$ cat src/design/annexb_pkg.sv
// Shared types and constants for the Annex B to length-prefixed NAL rewriter.
// Used by the front classifier, the command queue, the back unit and the top level.
// No dependencies.
package annexb_pkg;

    // Fixed widths of the channel fields.
    localparam int BYTE_W  = 8;
    localparam int KIND_W  = 2;
    localparam int ADDR_W  = 24;
    localparam int VALUE_W = 25;

    // Result kinds.
    localparam logic [KIND_W-1:0] KIND_DATA   = 2'd0;
    localparam logic [KIND_W-1:0] KIND_LENGTH = 2'd1;
    localparam logic [KIND_W-1:0] KIND_DONE   = 2'd2;

    // Depth of the command queue between front and back.
    localparam int CMD_DEPTH = 4;

    // One classified input byte: the list of operations the back unit runs,
    // in this order: held zeros, data byte, close plus open, open alone,
    // zeros flushed at packet end, closing length word, done.
    typedef struct packed {
        logic [1:0]        zeros_pre;
        logic              data_en;
        logic [BYTE_W-1:0] data;
        logic              close_en;
        logic              open_en;
        logic [1:0]        zeros_post;
        logic              close_end;
        logic              done;
    } cmd_t;

endpackage

$ cat src/design/annexb_to_length_prefixed_nal.sv
// Top level of the Annex B to length-prefixed NAL rewriter.
// Instantiates annexb_front, annexb_cmd_fifo and annexb_back; uses annexb_pkg.
//
//   Channel   Handshake                    Fields
//   input     byte_valid / byte_ready      data_byte, end_of_packet
//   result    result_valid / result_ready  kind, address, value, overflow, last_of_run
//
// An input byte is taken whenever the command queue has room.
// The back unit runs one operation for each result; a byte causes zero to six results,
// and the start code that opens a packet's first NAL runs an operation with no result.
// A byte's command is registered in the queue, its first result in the result stage.
// A four-entry command queue absorbs bursts; while a result waits for result_ready
// the back unit stalls, and the queue keeps taking bytes until it fills.
// Reset returns the block to searching for a start code at output address zero.
module annexb_to_length_prefixed_nal
#(
    parameter int ADDR_BITS = 24
)
(
    input  logic                           clk,
    input  logic                           rst_n,
    input  logic                           byte_valid,
    output logic                           byte_ready,
    input  logic [annexb_pkg::BYTE_W-1:0]  data_byte,
    input  logic                           end_of_packet,
    output logic                           result_valid,
    input  logic                           result_ready,
    output logic [annexb_pkg::KIND_W-1:0]  kind,
    output logic [annexb_pkg::ADDR_W-1:0]  address,
    output logic [annexb_pkg::VALUE_W-1:0] value,
    output logic                           overflow,
    output logic                           last_of_run
);
    import annexb_pkg::*;

    logic accept;
    logic cmd_push;
    cmd_t push_cmd;
    logic full;
    logic pop;
    cmd_t head;
    logic empty;

    // An input transfer needs a free queue entry.
    assign byte_ready = !full;
    assign accept     = byte_valid && byte_ready;

    annexb_front u_front
    (
        .clk           (clk),
        .rst_n         (rst_n),
        .accept        (accept),
        .data_byte     (data_byte),
        .end_of_packet (end_of_packet),
        .cmd_push      (cmd_push),
        .cmd           (push_cmd)
    );

    annexb_cmd_fifo u_cmd_fifo
    (
        .clk      (clk),
        .rst_n    (rst_n),
        .push     (cmd_push),
        .push_cmd (push_cmd),
        .full     (full),
        .pop      (pop),
        .head     (head),
        .empty    (empty)
    );

    annexb_back #(.ADDR_BITS(ADDR_BITS)) u_back
    (
        .clk          (clk),
        .rst_n        (rst_n),
        .head         (head),
        .empty        (empty),
        .pop          (pop),
        .result_valid (result_valid),
        .result_ready (result_ready),
        .kind         (kind),
        .address      (address),
        .value        (value),
        .overflow     (overflow),
        .last_of_run  (last_of_run)
    );

endmodule

$ cat src/design/annexb_front.sv
// Front classifier: tracks start-code search and held zeros per input byte.
// Turns each accepted byte into a command for the back unit.
// Depends on annexb_pkg.
module annexb_front
(
    input  logic                       clk,
    input  logic                       rst_n,
    input  logic                       accept,
    input  logic [annexb_pkg::BYTE_W-1:0] data_byte,
    input  logic                       end_of_packet,
    output logic                       cmd_push,
    output annexb_pkg::cmd_t           cmd
);
    import annexb_pkg::*;

    logic       in_nal_reg;
    logic       in_nal_next;
    logic [1:0] held_reg;
    logic [1:0] held_next;

    // Classify the byte and derive the next search state.
    always_comb
    begin
        logic is_zero;
        logic is_start;
        logic any_op;
        is_zero  = (data_byte == '0);
        is_start = (data_byte == BYTE_W'(1)) && (held_reg >= 2'd2);

        cmd         = '0;
        in_nal_next = in_nal_reg;
        held_next   = held_reg;

        if (!in_nal_reg)
        begin
            if (is_zero)
            begin
                if (held_reg != 2'd3)
                begin
                    held_next = held_reg + 2'd1;
                end
            end
            else if (is_start)
            begin
                cmd.open_en = 1'b1;
                in_nal_next = 1'b1;
                held_next   = 2'd0;
            end
            else
            begin
                held_next = 2'd0;
            end
        end
        else
        begin
            if (is_zero)
            begin
                // A fourth zero pushes the oldest held one out as data.
                if (held_reg == 2'd3)
                begin
                    cmd.data_en = 1'b1;
                    cmd.data    = '0;
                end
                else
                begin
                    held_next = held_reg + 2'd1;
                end
            end
            else if (is_start)
            begin
                cmd.close_en = 1'b1;
                cmd.open_en  = 1'b1;
                held_next    = 2'd0;
            end
            else
            begin
                cmd.zeros_pre = held_reg;
                cmd.data_en   = 1'b1;
                cmd.data      = data_byte;
                held_next     = 2'd0;
            end
        end

        // Packet end flushes held zeros, closes an open NAL and reports the size.
        if (end_of_packet)
        begin
            if (in_nal_next)
            begin
                cmd.zeros_post = held_next;
                cmd.close_end  = 1'b1;
            end
            cmd.done    = 1'b1;
            in_nal_next = 1'b0;
            held_next   = 2'd0;
        end

        any_op = (cmd.zeros_pre != 2'd0) || cmd.data_en || cmd.close_en || cmd.open_en
              || (cmd.zeros_post != 2'd0) || cmd.close_end || cmd.done;
        cmd_push = accept && any_op;
    end

    // Search state registers.
    always_ff @(posedge clk or negedge rst_n)
    begin
        if (!rst_n)
        begin
            in_nal_reg <= 1'b0;
            held_reg   <= 2'd0;
        end
        else if (accept)
        begin
            in_nal_reg <= in_nal_next;
            held_reg   <= held_next;
        end
    end

endmodule

$ cat src/design/annexb_cmd_fifo.sv
// Short command queue between the front classifier and the back unit.
// Registers only; the head entry is read combinationally.
// Depends on annexb_pkg.
module annexb_cmd_fifo
(
    input  logic             clk,
    input  logic             rst_n,
    input  logic             push,
    input  annexb_pkg::cmd_t push_cmd,
    output logic             full,
    input  logic             pop,
    output annexb_pkg::cmd_t head,
    output logic             empty
);
    import annexb_pkg::*;

    localparam int PTR_W = $clog2(CMD_DEPTH);
    localparam int CNT_W = $clog2(CMD_DEPTH + 1);

    cmd_t             entry_reg [CMD_DEPTH];
    logic [PTR_W-1:0] wr_ptr_reg;
    logic [PTR_W-1:0] rd_ptr_reg;
    logic [CNT_W-1:0] count_reg;
    logic [CNT_W-1:0] count_next;

    assign full  = (count_reg == CNT_W'(CMD_DEPTH));
    assign empty = (count_reg == '0);
    assign head  = entry_reg[rd_ptr_reg];

    // Occupancy follows the push and pop transfers.
    always_comb
    begin
        count_next = count_reg;
        if (push && !pop)
        begin
            count_next = count_reg + CNT_W'(1);
        end
        else if (pop && !push)
        begin
            count_next = count_reg - CNT_W'(1);
        end
    end

    // Pointers and count.
    always_ff @(posedge clk or negedge rst_n)
    begin
        if (!rst_n)
        begin
            wr_ptr_reg <= '0;
            rd_ptr_reg <= '0;
            count_reg  <= '0;
        end
        else
        begin
            if (push)
            begin
                wr_ptr_reg <= (wr_ptr_reg == PTR_W'(CMD_DEPTH - 1)) ? '0 : wr_ptr_reg + PTR_W'(1);
            end
            if (pop)
            begin
                rd_ptr_reg <= (rd_ptr_reg == PTR_W'(CMD_DEPTH - 1)) ? '0 : rd_ptr_reg + PTR_W'(1);
            end
            count_reg <= count_next;
        end
    end

    // Entry storage.
    always_ff @(posedge clk)
    begin
        if (push)
        begin
            entry_reg[wr_ptr_reg] <= push_cmd;
        end
    end

endmodule

$ cat src/design/annexb_back.sv
// Back unit: runs queued commands one operation per cycle while the result stage is free or
// being emptied, keeps the output byte space pointers and drives the registered result stage.
// Depends on annexb_pkg.
module annexb_back
#(
    parameter int ADDR_BITS = 24
)
(
    input  logic                           clk,
    input  logic                           rst_n,
    input  annexb_pkg::cmd_t               head,
    input  logic                           empty,
    output logic                           pop,
    output logic                           result_valid,
    input  logic                           result_ready,
    output logic [annexb_pkg::KIND_W-1:0]  kind,
    output logic [annexb_pkg::ADDR_W-1:0]  address,
    output logic [annexb_pkg::VALUE_W-1:0] value,
    output logic                           overflow,
    output logic                           last_of_run
);
    import annexb_pkg::*;

    localparam int AW = ADDR_BITS;
    localparam logic [AW:0]   CAP    = {1'b1, AW'(0)};
    localparam logic [AW-1:0] CAP_M1 = {AW{1'b1}};

    // Operation codes.
    localparam logic [1:0] OP_PUT   = 2'd0;
    localparam logic [1:0] OP_CLOSE = 2'd1;
    localparam logic [1:0] OP_OPEN  = 2'd2;
    localparam logic [1:0] OP_DONE  = 2'd3;

    cmd_t          cur_reg;
    cmd_t          cur_next;
    logic          cur_valid_reg;
    logic          cur_valid_next;
    logic [AW:0]   wp_reg;
    logic [AW:0]   wp_next;
    logic [AW-1:0] slot_reg;
    logic [AW-1:0] slot_next;
    logic [AW:0]   nal_len_reg;
    logic [AW:0]   nal_len_next;
    logic          ovf_reg;
    logic          ovf_next;

    logic               res_valid_reg;
    logic               res_valid_next;
    logic [KIND_W-1:0]  kind_reg;
    logic [ADDR_W-1:0]  address_reg;
    logic [VALUE_W-1:0] value_reg;
    logic               ovf_out_reg;
    logic               last_reg;

    cmd_t          eff;
    cmd_t          rem;
    logic          have_cmd;
    logic          step;
    logic [1:0]    op;
    logic          open_too;
    logic [BYTE_W-1:0] put_byte;
    logic          emit;
    logic [KIND_W-1:0] emit_kind;
    logic [AW-1:0] emit_addr;
    logic [AW:0]   emit_val;
    logic          emit_ovf;
    logic          more;

    // Pick the next pending operation of the current command.
    always_comb
    begin
        eff      = cur_valid_reg ? cur_reg : head;
        have_cmd = cur_valid_reg || !empty;
        step     = have_cmd && (!res_valid_reg || result_ready);
        rem      = eff;
        open_too = 1'b0;
        put_byte = '0;
        op       = OP_DONE;
        if (eff.zeros_pre != 2'd0)
        begin
            op            = OP_PUT;
            rem.zeros_pre = eff.zeros_pre - 2'd1;
        end
        else if (eff.data_en)
        begin
            op          = OP_PUT;
            put_byte    = eff.data;
            rem.data_en = 1'b0;
        end
        else if (eff.close_en)
        begin
            op           = OP_CLOSE;
            open_too     = eff.open_en;
            rem.close_en = 1'b0;
            rem.open_en  = 1'b0;
        end
        else if (eff.open_en)
        begin
            op          = OP_OPEN;
            rem.open_en = 1'b0;
        end
        else if (eff.zeros_post != 2'd0)
        begin
            op             = OP_PUT;
            rem.zeros_post = eff.zeros_post - 2'd1;
        end
        else if (eff.close_end)
        begin
            op            = OP_CLOSE;
            rem.close_end = 1'b0;
        end
        else
        begin
            op       = OP_DONE;
            rem.done = 1'b0;
        end
        more = (rem.zeros_pre != 2'd0) || rem.data_en || rem.close_en
            || (rem.zeros_post != 2'd0) || rem.close_end || rem.done;
        pop            = step && !cur_valid_reg;
        cur_next       = step ? rem : cur_reg;
        cur_valid_next = step ? (more || rem.open_en) : cur_valid_reg;
    end

    // Execute the chosen operation on the byte space state.
    always_comb
    begin
        logic [AW+1:0] wp_plus4;
        wp_plus4     = {1'b0, wp_reg} + (AW+2)'(4);
        wp_next      = wp_reg;
        slot_next    = slot_reg;
        nal_len_next = nal_len_reg;
        ovf_next     = ovf_reg;
        emit         = 1'b0;
        emit_kind    = KIND_DATA;
        emit_addr    = '0;
        emit_val     = '0;
        emit_ovf     = ovf_reg;

        case (op)
            OP_PUT:
            begin
                // Addresses saturate at the top of the byte space.
                if (wp_reg[AW])
                begin
                    ovf_next  = 1'b1;
                    emit_addr = CAP_M1;
                end
                else
                begin
                    emit_addr = wp_reg[AW-1:0];
                    wp_next   = wp_reg + (AW+1)'(1);
                end
                if (!nal_len_reg[AW])
                begin
                    nal_len_next = nal_len_reg + (AW+1)'(1);
                end
                emit      = 1'b1;
                emit_kind = KIND_DATA;
                emit_val  = (AW+1)'(put_byte);
                emit_ovf  = ovf_next;
            end
            OP_CLOSE, OP_OPEN:
            begin
                if (op == OP_CLOSE)
                begin
                    emit      = 1'b1;
                    emit_kind = KIND_LENGTH;
                    emit_addr = slot_reg;
                    emit_val  = nal_len_reg;
                    emit_ovf  = ovf_reg;
                end
                // Reserve the four-byte length slot of the next NAL.
                if (op == OP_OPEN || open_too)
                begin
                    if (wp_plus4 > {1'b0, CAP})
                    begin
                        ovf_next = 1'b1;
                    end
                    slot_next    = wp_reg[AW] ? CAP_M1 : wp_reg[AW-1:0];
                    wp_next      = (wp_plus4 < {1'b0, CAP}) ? wp_plus4[AW:0] : CAP;
                    nal_len_next = '0;
                end
            end
            default:
            begin
                // Packet done: report the size, then clear the packet state.
                emit         = 1'b1;
                emit_kind    = KIND_DONE;
                emit_addr    = '0;
                emit_val     = wp_reg;
                emit_ovf     = ovf_reg;
                wp_next      = '0;
                slot_next    = '0;
                nal_len_next = '0;
                ovf_next     = 1'b0;
            end
        endcase
    end

    // Result stage occupancy.
    always_comb
    begin
        res_valid_next = res_valid_reg;
        if (result_ready)
        begin
            res_valid_next = 1'b0;
        end
        if (step && emit)
        begin
            res_valid_next = 1'b1;
        end
    end

    // Control and pointer registers.
    always_ff @(posedge clk or negedge rst_n)
    begin
        if (!rst_n)
        begin
            cur_valid_reg <= 1'b0;
            wp_reg        <= '0;
            slot_reg      <= '0;
            nal_len_reg   <= '0;
            ovf_reg       <= 1'b0;
            res_valid_reg <= 1'b0;
        end
        else
        begin
            cur_valid_reg <= cur_valid_next;
            res_valid_reg <= res_valid_next;
            if (step)
            begin
                wp_reg      <= wp_next;
                slot_reg    <= slot_next;
                nal_len_reg <= nal_len_next;
                ovf_reg     <= ovf_next;
            end
        end
    end

    // Payload registers: working command and result fields.
    always_ff @(posedge clk)
    begin
        cur_reg <= cur_next;
        if (step && emit)
        begin
            kind_reg    <= emit_kind;
            address_reg <= ADDR_W'(emit_addr);
            value_reg   <= VALUE_W'(emit_val);
            ovf_out_reg <= emit_ovf;
            last_reg    <= !more;
        end
    end

    assign result_valid = res_valid_reg;
    assign kind         = kind_reg;
    assign address      = address_reg;
    assign value        = value_reg;
    assign overflow     = ovf_out_reg;
    assign last_of_run  = last_reg;

    // The write pointer and the NAL length never pass capacity.
    a_wp_bound: assert property (@(posedge clk) disable iff (!rst_n)
        wp_reg <= CAP) else $error("write pointer beyond capacity");
    a_len_bound: assert property (@(posedge clk) disable iff (!rst_n)
        nal_len_reg <= CAP) else $error("NAL length beyond capacity");
    // While the write pointer is nonzero, the open length slot lies below it.
    a_slot_order: assert property (@(posedge clk) disable iff (!rst_n)
        wp_reg != '0 |-> {1'b0, slot_reg} < wp_reg) else $error("length slot not below pointer");
    // A done operation leaves the byte space state cleared.
    a_done_clear: assert property (@(posedge clk) disable iff (!rst_n)
        step && op == OP_DONE |=> wp_reg == '0 && !ovf_reg) else $error("packet state not cleared");

endmodule

$ cat config.mk
export PLATFORM = sky130hd
export DESIGN_NAME = annexb_to_length_prefixed_nal
export DESIGN_NICKNAME = d
export VERILOG_FILES = /design/src/design/annexb_pkg.sv /design/src/design/annexb_to_length_prefixed_nal.sv /design/src/design/annexb_front.sv /design/src/design/annexb_cmd_fifo.sv /design/src/design/annexb_back.sv
export SDC_FILE = /design/constraint.sdc
export NUM_CORES = 1
export LEC_CHECK = 0
export ABC_AREA = 1
export BUFFER_PORTS_ARGS = -buffer_cell sky130_fd_sc_hd__buf_4
export CORE_MARGIN = 4
export CORE_UTILIZATION = 25
export CTS_CLUSTER_SIZE = 28
export DETAILED_ROUTE_END_ITERATION = 10
export PLACE_DENSITY = 0.46
export SETUP_SLACK_MARGIN = 0.2
export SYNTH_ARGS = -nofsm -noshare
export SYNTH_HDL_FRONTEND = slang
export SYNTH_HIERARCHICAL = 1
export SYNTH_SLANG_ARGS = --single-unit
$ cat constraint.sdc
create_clock -name clk -period 6.4 [get_ports clk]
set_clock_uncertainty 0.1 [all_clocks]
set_input_delay 0 -clock clk [delete_from_list [all_inputs] [get_ports clk]]
set_output_delay 0 -clock clk [all_outputs]
set_load 0.03 [all_outputs]
==> run_results.csv, run 1 <==
group,metric,value,unit
drt,drcViolationCount,0,
sta,worstMarginPinSlew,1.034,ns
setup_path,crit_slowest_cell,"ha_1",
layout,nets,1441,
yosys,synth.distinct_cells,49,
min_path,holdPathEnd,"u_cmd_fifo/entry_reg[0][0]",
clock_network,clockBufferDepth,3,
clock_network,cts_tree,"done",
drt,wire_per_inst,17.10,um
grt,overflow,0,
pwr,p_total,7.026,mW
sta,hold_viol,0,
yosys,yosys_warnings,6,
yosys,synth_cells,1348,
layout,finalInstanceArea,0.01389,mm2
clock_network,path_clk_slew,0.06,ns
min_path,min_path_type,"in2reg",
run_status,outcome,"finished, final reports clean",
setup_path,r2r.worst_path.cells,19,
setup_path,crit_path_cell_trace,"inv_2, nand2_1, o211ai_1, nand2_1, nand2_1, nand2_2, nor2_8, nand2_4, nor2_1, nand2_1, ha_1, nor2_1, nand2_2, nand2_4, inv_2, o21ai_2, inv_2, o21ai_0, o21a_1",
yosys,synth_area_per_cell,8.769,um2
sta,period_share,75.15,%
grt,antenna_found_initial,0,
setup_path,crit_fanout,46,
drt,drt-initial-drc-count,756,
grt,grt_use_total,13.53,%
drt,dr.pass1.iters,5,
yosys,syn_nets,1378,
grt,grt_pass1_vias,9176,
setup_path,crit_type,"reg2reg",
place,post-place-ws,1.567,ns
die,die_area,0.05082,mm2
grt,grt_pass1_wl,54480,um
drt,wirelength,34860,um
drt,ant_nets,0,
die,die_h,225.4,um
pwr,leakagePower,5.798,nW
setup_path,cp.required,6.73,ns
die,ios,68,
setup_path,regToRegSetupSlack,1.59,ns
pwr,ir_worst_vdd,0.0002628,V
sta,drv_slew,0,
clock_network,htreeDepth,1,
die,core,0.04665,mm2
drt,viasPerCell,4.659,
setup_path,max_stage_delay,0.99,ns
setup_path,critPathLaunchType,"flip-flop",
place,dpl-instance-area,0.01285,mm2
clock_network,root_buffer,"clkbuf_16",
yosys,syn_area,0.01182,mm2
die,chipWidth,225.4,um
sta,setup_viol,0,
place,dp_hpwl,24240,um
setup_path,setup.worst_path.end_class,"flip-flop",
clock_network,insertion_delay,0.55,ns
setup_path,reg2reg_from,"u_cmd_fifo/rd_ptr_reg[0]",
clock_network,numClockSinks,225,
drt,vias,9500,
layout,drive_gt1_share,11.80,%
setup_path,cp.arrival,5.14,ns
sta,fin_crit,4.810,ns
die,initial_core_util,25.34,%
setup_path,cp_common_cell,"nand2_1",
setup_path,rr_endpoint,"u_back/nal_len_reg[4]",
clock_network,cts_buffers,27,
sta,max-slew-margin-rel,30.68,%
die,row_count,79,
run,cap_violations,0,
sta,tns,0,ns
yosys,ys_ff_latch,225,
sta,rsz0062_at_grt,"no",
place,routabilityCongestion,0.9256,
grt,grt_max_degree,62,
layout,num_antenna_cells,0,
yosys,yosysSeqAreaShare,53.48,%
sta,fin_ws,1.590,ns
clock_network,cts_setup_buffers,0,
layout,layout_commonest_cell,"nand2_1",
min_path,hold-path-cell-count,2,
layout,largest_reg_flops,68,
pwr,p_per_area,505.8,mW/mm2
layout,syn2layout_area_growth,17.52,%
place,port_buffers,67,
layout,layout_common_cells,"355 x nand2_1, 153 x inv_1, 138 x edfxtp_1",
min_path,min-delay-start,"end_of_packet",
sta,max_clock_freq,207.9,MHz
==> worst max-delay path, delay by kind of cell, from the launching register on <==
kind | cells | cell delay [ns]
and+or+nand+nor | 11 | 1.33
buffers and inverters | 3 | 1.20
AOI/OAI and AO/OA | 4 | 0.66
adders and majority gates | 1 | 0.99
DFF | 1 | 0.41
==> cell usage after synthesis, drive strengths merged <==
cell,instances,area (um2)
or2,5,31.28
o41ai,4,35.03
clkinv,1,5.000
ha,16,200.2
a211oi,1,7.510
a21oi,22,110.1
and3,1,6.260
xor2,21,183.9
xnor2,3,26.28
nor4b,1,8.760
o31ai,24,180.2
inv,166,625.6
nor4,2,12.51
a21boi,1,7.510
nor3,24,130.1
nor2,129,534.3
o21bai,1,7.510
clkbuf,27,101.4
edfxtp,138,4144
o221ai,9,78.83
buf,31,205.2
o21ai,99,499.2
nor3b,1,18.77
nand2,366,1425
fa,1,20.02
o22ai,16,100.1
o21a,1,7.510
dfrtp,87,2177
mux2i,2,20.02
nand3,91,465.5
o211ai,35,307.8
nand4,22,137.6
==> kinds of logic (layout without fill, tap and decap cells) <==
| logic type | count (synthesis) | count (layout) | share of synthesized area [%] |
|---|---|---|---|
| AO/OA/AOI/OAI | 213 | 213 | 11.35 |
| buffers and inverters | 225 | 309 | 7.928 |
| AND/OR/NAND/NOR | 642 | 642 | 23.44 |
| XOR/XNOR | 24 | 24 | 1.778 |
| adder cells (fa/ha/maj) | 17 | 17 | 1.863 |
| multiplexers | 2 | 2 | 0.1694 |
| flip-flops | 225 | 225 | 53.48 |
==> layer usage <==
layer	share of wire, %	vias to the layer above	track usage [%]
met5	0	-	0
met4	2.3	0	3.379
met3	5.3	54	1.889
met2	47	245	22.41
met1	46	4560	18.78
li1	-	4641	-
==> where the power goes <==
group	internal (mW)	switching (mW)
sequential	2.07	0.251
combinational	0.812	2.40
clock	0.878	0.618
==> how the worst max path moves through the flow <==
stage,start,endpoint,slack [ns],cells past startpoint
6_report,u_cmd_fifo/rd_ptr_reg[0],u_back/nal_len_reg[4],1.59,19
5_1_grt,u_cmd_fifo/rd_ptr_reg[0],u_back/address[8],1.09,12
4_1_cts,u_cmd_fifo/rd_ptr_reg[0],u_back/nal_len_reg[4],1.54,19
3_5_place_dp,u_cmd_fifo/rd_ptr_reg[0],u_back/nal_len_reg[4],1.57,19
3_3_place_gp,u_cmd_fifo/rd_ptr_reg[0],u_back/nal_len_reg[4],1.69,19
2_1_floorplan,u_cmd_fifo/rd_ptr_reg[0],u_back/address[0],1.91,11
==> what timing repair did <==
action,in CTS,in global routing
endpoints found under the hold margin,115,0
hold buffers,16,0
resized for setup,0,0
==> per-stage QoR <==
stage               instances  util (%)  hold WS [ns]
floorplan                1348         -       -0.3956
global placement         1973     27.55       -0.1353
detailed placement       1973     27.55       -0.1290
CTS                      2039     29.77        0.1043
global route             2039     29.77        0.1252
finish                   2039     29.77        0.1393
==> area by class of cell <==
class	instances	area [um2]
fillers	4904	32760
flip-flops and latches	225	6321
multi-input cells	898	4569
clock buffers	38	767.0
well taps	607	759.5
repair buffers	92	740.7
inverters	167	630.6
clock inverters	12	102.6
Power figures use the tool's default switching activity.
==> run 2, diff against run 1 <==
- PLACE_DENSITY: 0.46 -> 0.48
- clock period: 6.4 -> 3.9 ns (I/O delays scaled with it)
==> run_results.csv, run 2 (same netlist as run 1, synthesis figures left out) <==
group,metric,value,unit
setup_path,rr_endpoint,"u_back/wp_reg[14]",
grt,overflow,0,
grt,grt_use_total,13.58,%
clock_network,root_buffer,"clkbuf_16",
drt,dr.pass1.iters,5,
setup_path,cp.required,4.29,ns
pwr,leakagePower,5.980,nW
place,port_buffers,67,
die,die_area,0.05082,mm2
sta,max_clock_freq,288.5,MHz
run_status,outcome,"finished, violations left",
setup_path,cp.arrival,3.86,ns
layout,nFillCells,4933,
die,ios,68,
drt,viasPerCell,4.606,
clock_network,clockBufferDepth,3,
layout,layout_common_cells,"354 x nand2_1, 152 x inv_1, 138 x edfxtp_1",
place,dp.cells,1988,
sta,rsz0062_at_grt,"no",
sta,tns,0,ns
setup_path,critPathLaunchType,"flip-flop",
setup_path,crit_end,"u_back/wp_reg[14]",
grt,grt_pass1_wl,54500,um
grt,grt_pass1_vias,9179,
clock_network,path_clk_slew,0.06,ns
grt,antenna_found_initial,0,
setup_path,crit_type,"reg2reg",
clock_network,insertion_delay,0.57,ns
die,chipWidth,225.4,um
clock_network,htreeDepth,1,
layout,largest_reg_flops,68,
layout,syn2layout_area_growth,20.78,%
grt,grt_max_degree,67,
run,cap_violations,0,
place,dp_hpwl,25090,um
min_path,min_path_type,"in2async",
sta,hold_ws,-0.003060,ns
layout,final_cells,2066,
die,core,0.04665,mm2
sta,period_share,88.86,%
setup_path,startpoint,"u_cmd_fifo/rd_ptr_reg[0]",
sta,hold_viol,2,
sta,setup_viol,0,
setup_path,reg2reg_from,"u_cmd_fifo/rd_ptr_reg[0]",
run_status,violations,"hold timing",
setup_path,crit_fanout,25,
layout,multi_input_area,0.004606,mm2
setup_path,r2r.worst_path.cells,21,
drt,drcViolationCount,0,
drt,vias,9515,
die,initial_core_util,25.34,%
drt,ant_nets,0,
drt,wire_per_inst,17.07,um
layout,ff_latch_area,0.006321,mm2
sta,max-slew-margin-rel,32.79,%
sta,worstMarginPinSlew,1.008,ns
pwr,p_per_area,869.6,mW/mm2
sta,drv_slew,0,
sta,fin_crit,3.466,ns
layout,nets,1467,
die,die_h,225.4,um
layout,layout_commonest_cell,"nand2_1",
pwr,ir_worst_vdd,0.0003904,V
drt,drt-initial-drc-count,671,
setup_path,setup.worst_path.end_class,"flip-flop",
drt,wirelength,35260,um
layout,drive_gt1_share,13.71,%
die,row_count,79,
clock_network,cts_tree,"done",
place,routabilityCongestion,0.9381,
layout,num_antenna_cells,0,
clock_network,numClockSinks,225,
setup_path,regToRegSetupSlack,0.43,ns
clock_network,cts_buffers,28,
## run 2: cell count changes in the layout (fill, tap and decap cells not counted), moves of 2 or more
cell | previous run | this run
ha_1 | 16 | 14
buf_4 | 76 | 96
clkinv_1 | 2 | 4
inv_4 | 1 | 3
o21ai_0 | 68 | 66
buf_12 | 1 | 4
bufinv_16 | 1 | 5
ha_2 | 0 | 2
clkbuf_8 | 5 | 0
clkbuf_1 | 6 | 8
inv_2 | 12 | 9
clkbuf_16 | 27 | 29
## run 2: layout make-up
type | count | area share (%)
repair inverters | 1 | 0.04382
flip-flops and latches | 225 | 44.28
well taps | 607 | 5.320
multi-input cells | 899 | 32.26
clock inverters | 16 | 1.683
inverters | 167 | 4.531
clock buffers | 36 | 5.118
repair buffers | 115 | 6.766
## run 2: worst max-delay path, stage by stage, from the launching register on
cell and delay (ns):
dfrtp_1 0.40, inv_2 0.11, buf_12 0.17, nand2_1 0.07
o211ai_1 0.08, nand2_1 0.07, nand2_1 0.08, nand2_2 0.09
nor2_8 0.19, nand2_4 0.08, nor2_1 0.20, nand2_2 0.12
ha_2 0.42, nor2_1 0.08, nand2_2 0.08, nand2_4 0.09
inv_4 0.19, nand2_8 0.08, buf_4 0.19, nor2_8 0.22
o21ai_1 0.16, nand2_1 0.09
## run 2: worst min-delay path by stage
stage               startpoint                     end  slack (ns)  cells after the start
floorplan                rst_n    u_back/cur_valid_reg       -0.40                      0
global placement         rst_n  u_back/nal_len_reg[23]        0.13                      1
detailed placement       rst_n  u_back/nal_len_reg[23]        0.13                      1
CTS                      rst_n   u_back/nal_len_reg[9]        0.08                      2
global route             rst_n   u_back/nal_len_reg[9]        0.10                      2
finish                   rst_n   u_back/nal_len_reg[9]      -0.003                      2
## run 2: metrics by stage
step           power (mW)  instance area, um2  util, %  setup slack, ns  hold slack [ns]
2_1_floorplan       7.489               11820        -           0.2903          -0.3956
3_3_place_gp        9.329               12990    27.84           0.1922           0.1342
3_5_place_dp        9.373               12990    27.84           0.1157           0.1317
4_1_cts             12.22               14120    30.26           0.2182          0.07526
5_1_grt             13.18               14280    30.60           0.1931           0.1036
6_report            12.41               14280    30.60           0.4343        -0.003060
## run 2: repair_timing
action	CTS	global route
setup endpoints to repair	15	122
hold buffers	14	0
endpoints found under the hold margin	128	0
gates resized for setup	3	14
pin swaps	1	3
setup buffers	0	9
gates cloned	1	2
## run 2: layer usage
layer | track usage [%] | share of wire [%] | vias to the layer above
met5 | 0 | 0 | -
met4 | 5.019 | 3.5 | 0
met3 | 1.876 | 4.5 | 71
met2 | 21.70 | 46 | 235
met1 | 18.83 | 46 | 4506
li1 | - | - | 4703
## run 2: power breakdown
part           switching [mW]  total (mW)  internal [mW]
logic                    4.11        5.85           1.74
registers               0.448        3.84           3.39
clock network            1.06        2.72           1.66
==> run 3, diff against run 2 <==
==> constraint.sdc (replaced) <==
create_clock -name clk -period 3.9 [get_ports clk]
set_clock_uncertainty 0.1 [all_clocks]
set_input_delay 0.78 -clock clk [delete_from_list [all_inputs] [get_ports clk]]
set_output_delay 0.78 -clock clk [all_outputs]
set_load 0.03 [all_outputs]
==> run_results.csv, run 3 (same netlist as run 1, synthesis figures left out) <==
group,metric,value,unit
run_status,outcome,"finished, final reports clean",
grt,grt_pass1_wl,53530,um
clock_network,cts_tree,"done",
layout,ff_latch_area,0.006321,mm2
setup_path,cp.required,4.27,ns
sta,period_share,87.13,%
setup_path,cp.arrival,3.77,ns
pwr,power.switching,5.498,mW
layout,nets,1442,
place,post-place-ws,0.1333,ns
sta,max-slew-margin-rel,47.62,%
drt,drt-initial-drc-count,739,
sta,fin_ws,0.5019,ns
clock_network,path_clk_slew,0.06,ns
sta,worstMarginPinSlew,0.7857,ns
layout,drive_gt1_share,13.47,%
setup_path,critPathLaunchType,"flip-flop",
layout,nFillCells,4943,
grt,grt_use_total,13.37,%
clock_network,htreeDepth,1,
clock_network,insertion_delay,0.54,ns
pwr,internal_power,6.488,mW
drt,wirelength,35130,um
clock_network,cts_setup_buffers,0,
die,die_h,225.4,um
layout,layout_commonest_cell,"nand2_1",
drt,vias,9387,
sta,hold_ws,0.2249,ns
sta,fin_crit,3.398,ns
sta,setup_viol,0,
pwr,p_per_area,857.8,mW/mm2
pwr,p_clk_share,21.1,%
clock_network,root_buffer,"clkbuf_16",
clock_network,cts_buffers,27,
run,cap_violations,0,
place,dp_hpwl,25000,um
clock_network,clockBufferDepth,3,
die,die_area,0.05082,mm2
grt,antenna_found_initial,0,
pwr,p_sw_share,45.87,%
sta,hold_viol,0,
layout,num_antenna_cells,0,
pwr,p_seq_share,32.0,%
layout,final_core_util,29.95,%
drt,dr.pass1.iters,5,
drt,ant_nets,0,
place,port_buffers,67,
pwr,leakagePower,5.851,nW
layout,multi_input_area,0.004594,mm2
setup_path,setup.worst_path.end_class,"flip-flop",
clock_network,numClockSinks,225,
die,core,0.04665,mm2
die,chipWidth,225.4,um
drt,wire_per_inst,17.22,um
layout,final_cells,2040,
drt,drcViolationCount,0,
sta,tns,0,ns
layout,layout_common_cells,"355 x nand2_1, 153 x inv_1, 138 x edfxtp_1",
layout,syn2layout_area_growth,18.21,%
pwr,combPwrFrac,46.9,%
sta,rsz0062_at_grt,"no",
place,routabilityCongestion,0.9393,
sta,max_clock_freq,294.3,MHz
sta,drv_slew,0,
min_path,min_path_type,"in2async",
layout,largest_reg_flops,68,
setup_path,crit_fanout,35,
die,row_count,79,
grt,grt_max_degree,70,
pwr,ir_worst_vdd,0.0003462,V
grt,grt_pass1_vias,8876,
setup_path,crit_type,"reg2reg",
die,ios,68,
grt,overflow,0,
drt,viasPerCell,4.601,
die,initial_core_util,25.34,%
clock_network,ctsHoldBuffers,0,
place,dp.cells,1988,
==> run 3: changes by cell type in the layout (fill, tap and decap cells not counted), moves of 2 or more <==
cell	delta
buf_4	-8
bufinv_16	-2
clkbuf_1	-4
clkbuf_8	+3
clkinv_1	-3
clkinv_2	+4
dlygate4sd3_1	-14
inv_6	+2
==> run 3: cell type report <==
class	instances	area share, %
flip-flops and latches	225	45.24
repair buffers	92	5.337
inverters	167	4.666
multi-input cells	899	32.88
clock buffers	34	5.239
well taps	607	5.436
clock inverters	16	1.200
==> run 3: power by group through the flow <==
stage | Combinational [mW] | Clock [mW] | Sequential [mW]
after detailed placement | 5.51 | 0 | 3.89
after global placement | 5.48 | 0 | 3.88
final | 5.62 | 2.53 | 3.84
after global routing | 6.17 | 2.72 | 3.91
after CTS | 5.54 | 2.62 | 3.85
after floorplan | 3.24 | 0 | 4.25
==> run 3: metrics by stage <==
| stage | power (mW) | cell area [um2] |
|---|---|---|
| 3_5_place_dp | 9.403 | 13000 |
| 4_1_cts | 12.00 | 13910 |
| 5_1_grt | 12.80 | 13970 |
| 3_3_place_gp | 9.365 | 13000 |
| 6_report | 11.99 | 13970 |
| 2_1_floorplan | 7.489 | 11820 |
==> run 3: layer usage <==
layer  up-vias  global-route usage, %  share of wire, %
li1       4664                      -                 -
met1      4440                  18.57                46
met2       234                  22.02                47
met3        49                  1.850               4.3
met4         0                  3.596               2.3
met5         -                      0                 0
==> run 3: worst paths after layout <==
path	start	endpoint	slack, ns	depth (start not counted)
worst min-delay path	rst_n	u_cmd_fifo/count_reg[1]	0.22	1
worst max-delay path	u_cmd_fifo/rd_ptr_reg[0]	u_back/wp_reg[10]	0.50	20
max in group asynchronous	rst_n	u_back/wp_reg[1]	2.75	2
worst max register to register	u_cmd_fifo/rd_ptr_reg[0]	u_back/wp_reg[10]	0.50	20
min in group clk	u_back/ovf_reg	u_back/ovf_reg	0.37	2
worst min register to register	u_back/ovf_reg	u_back/ovf_reg	0.37	2
==> run 3: timing repair <==
action | in CTS | in global routing
pin swaps | 0 | 1
endpoints found under the setup margin | 32 | 73
gates cloned | 0 | 2
gates resized for setup | 2 | 15
==> run 3: worst max-delay path, cell delays in order (launching register included) <==
cell	delay, ns
dfrtp_1	0.40
inv_2	0.12
buf_12	0.21
nand2_1	0.07
o211ai_1	0.08
nand2_1	0.07
nand2_1	0.10
nand2_2	0.10
nor2_8	0.17
nand2_4	0.08
nor2_2	0.12
nand2_1	0.13
ha_2	0.41
nor2_1	0.07
nand2_2	0.08
nand2_4	0.11
inv_8	0.15
nand2_8	0.15
nor2_4	0.37
nand2_1	0.10
o21ai_1	0.08
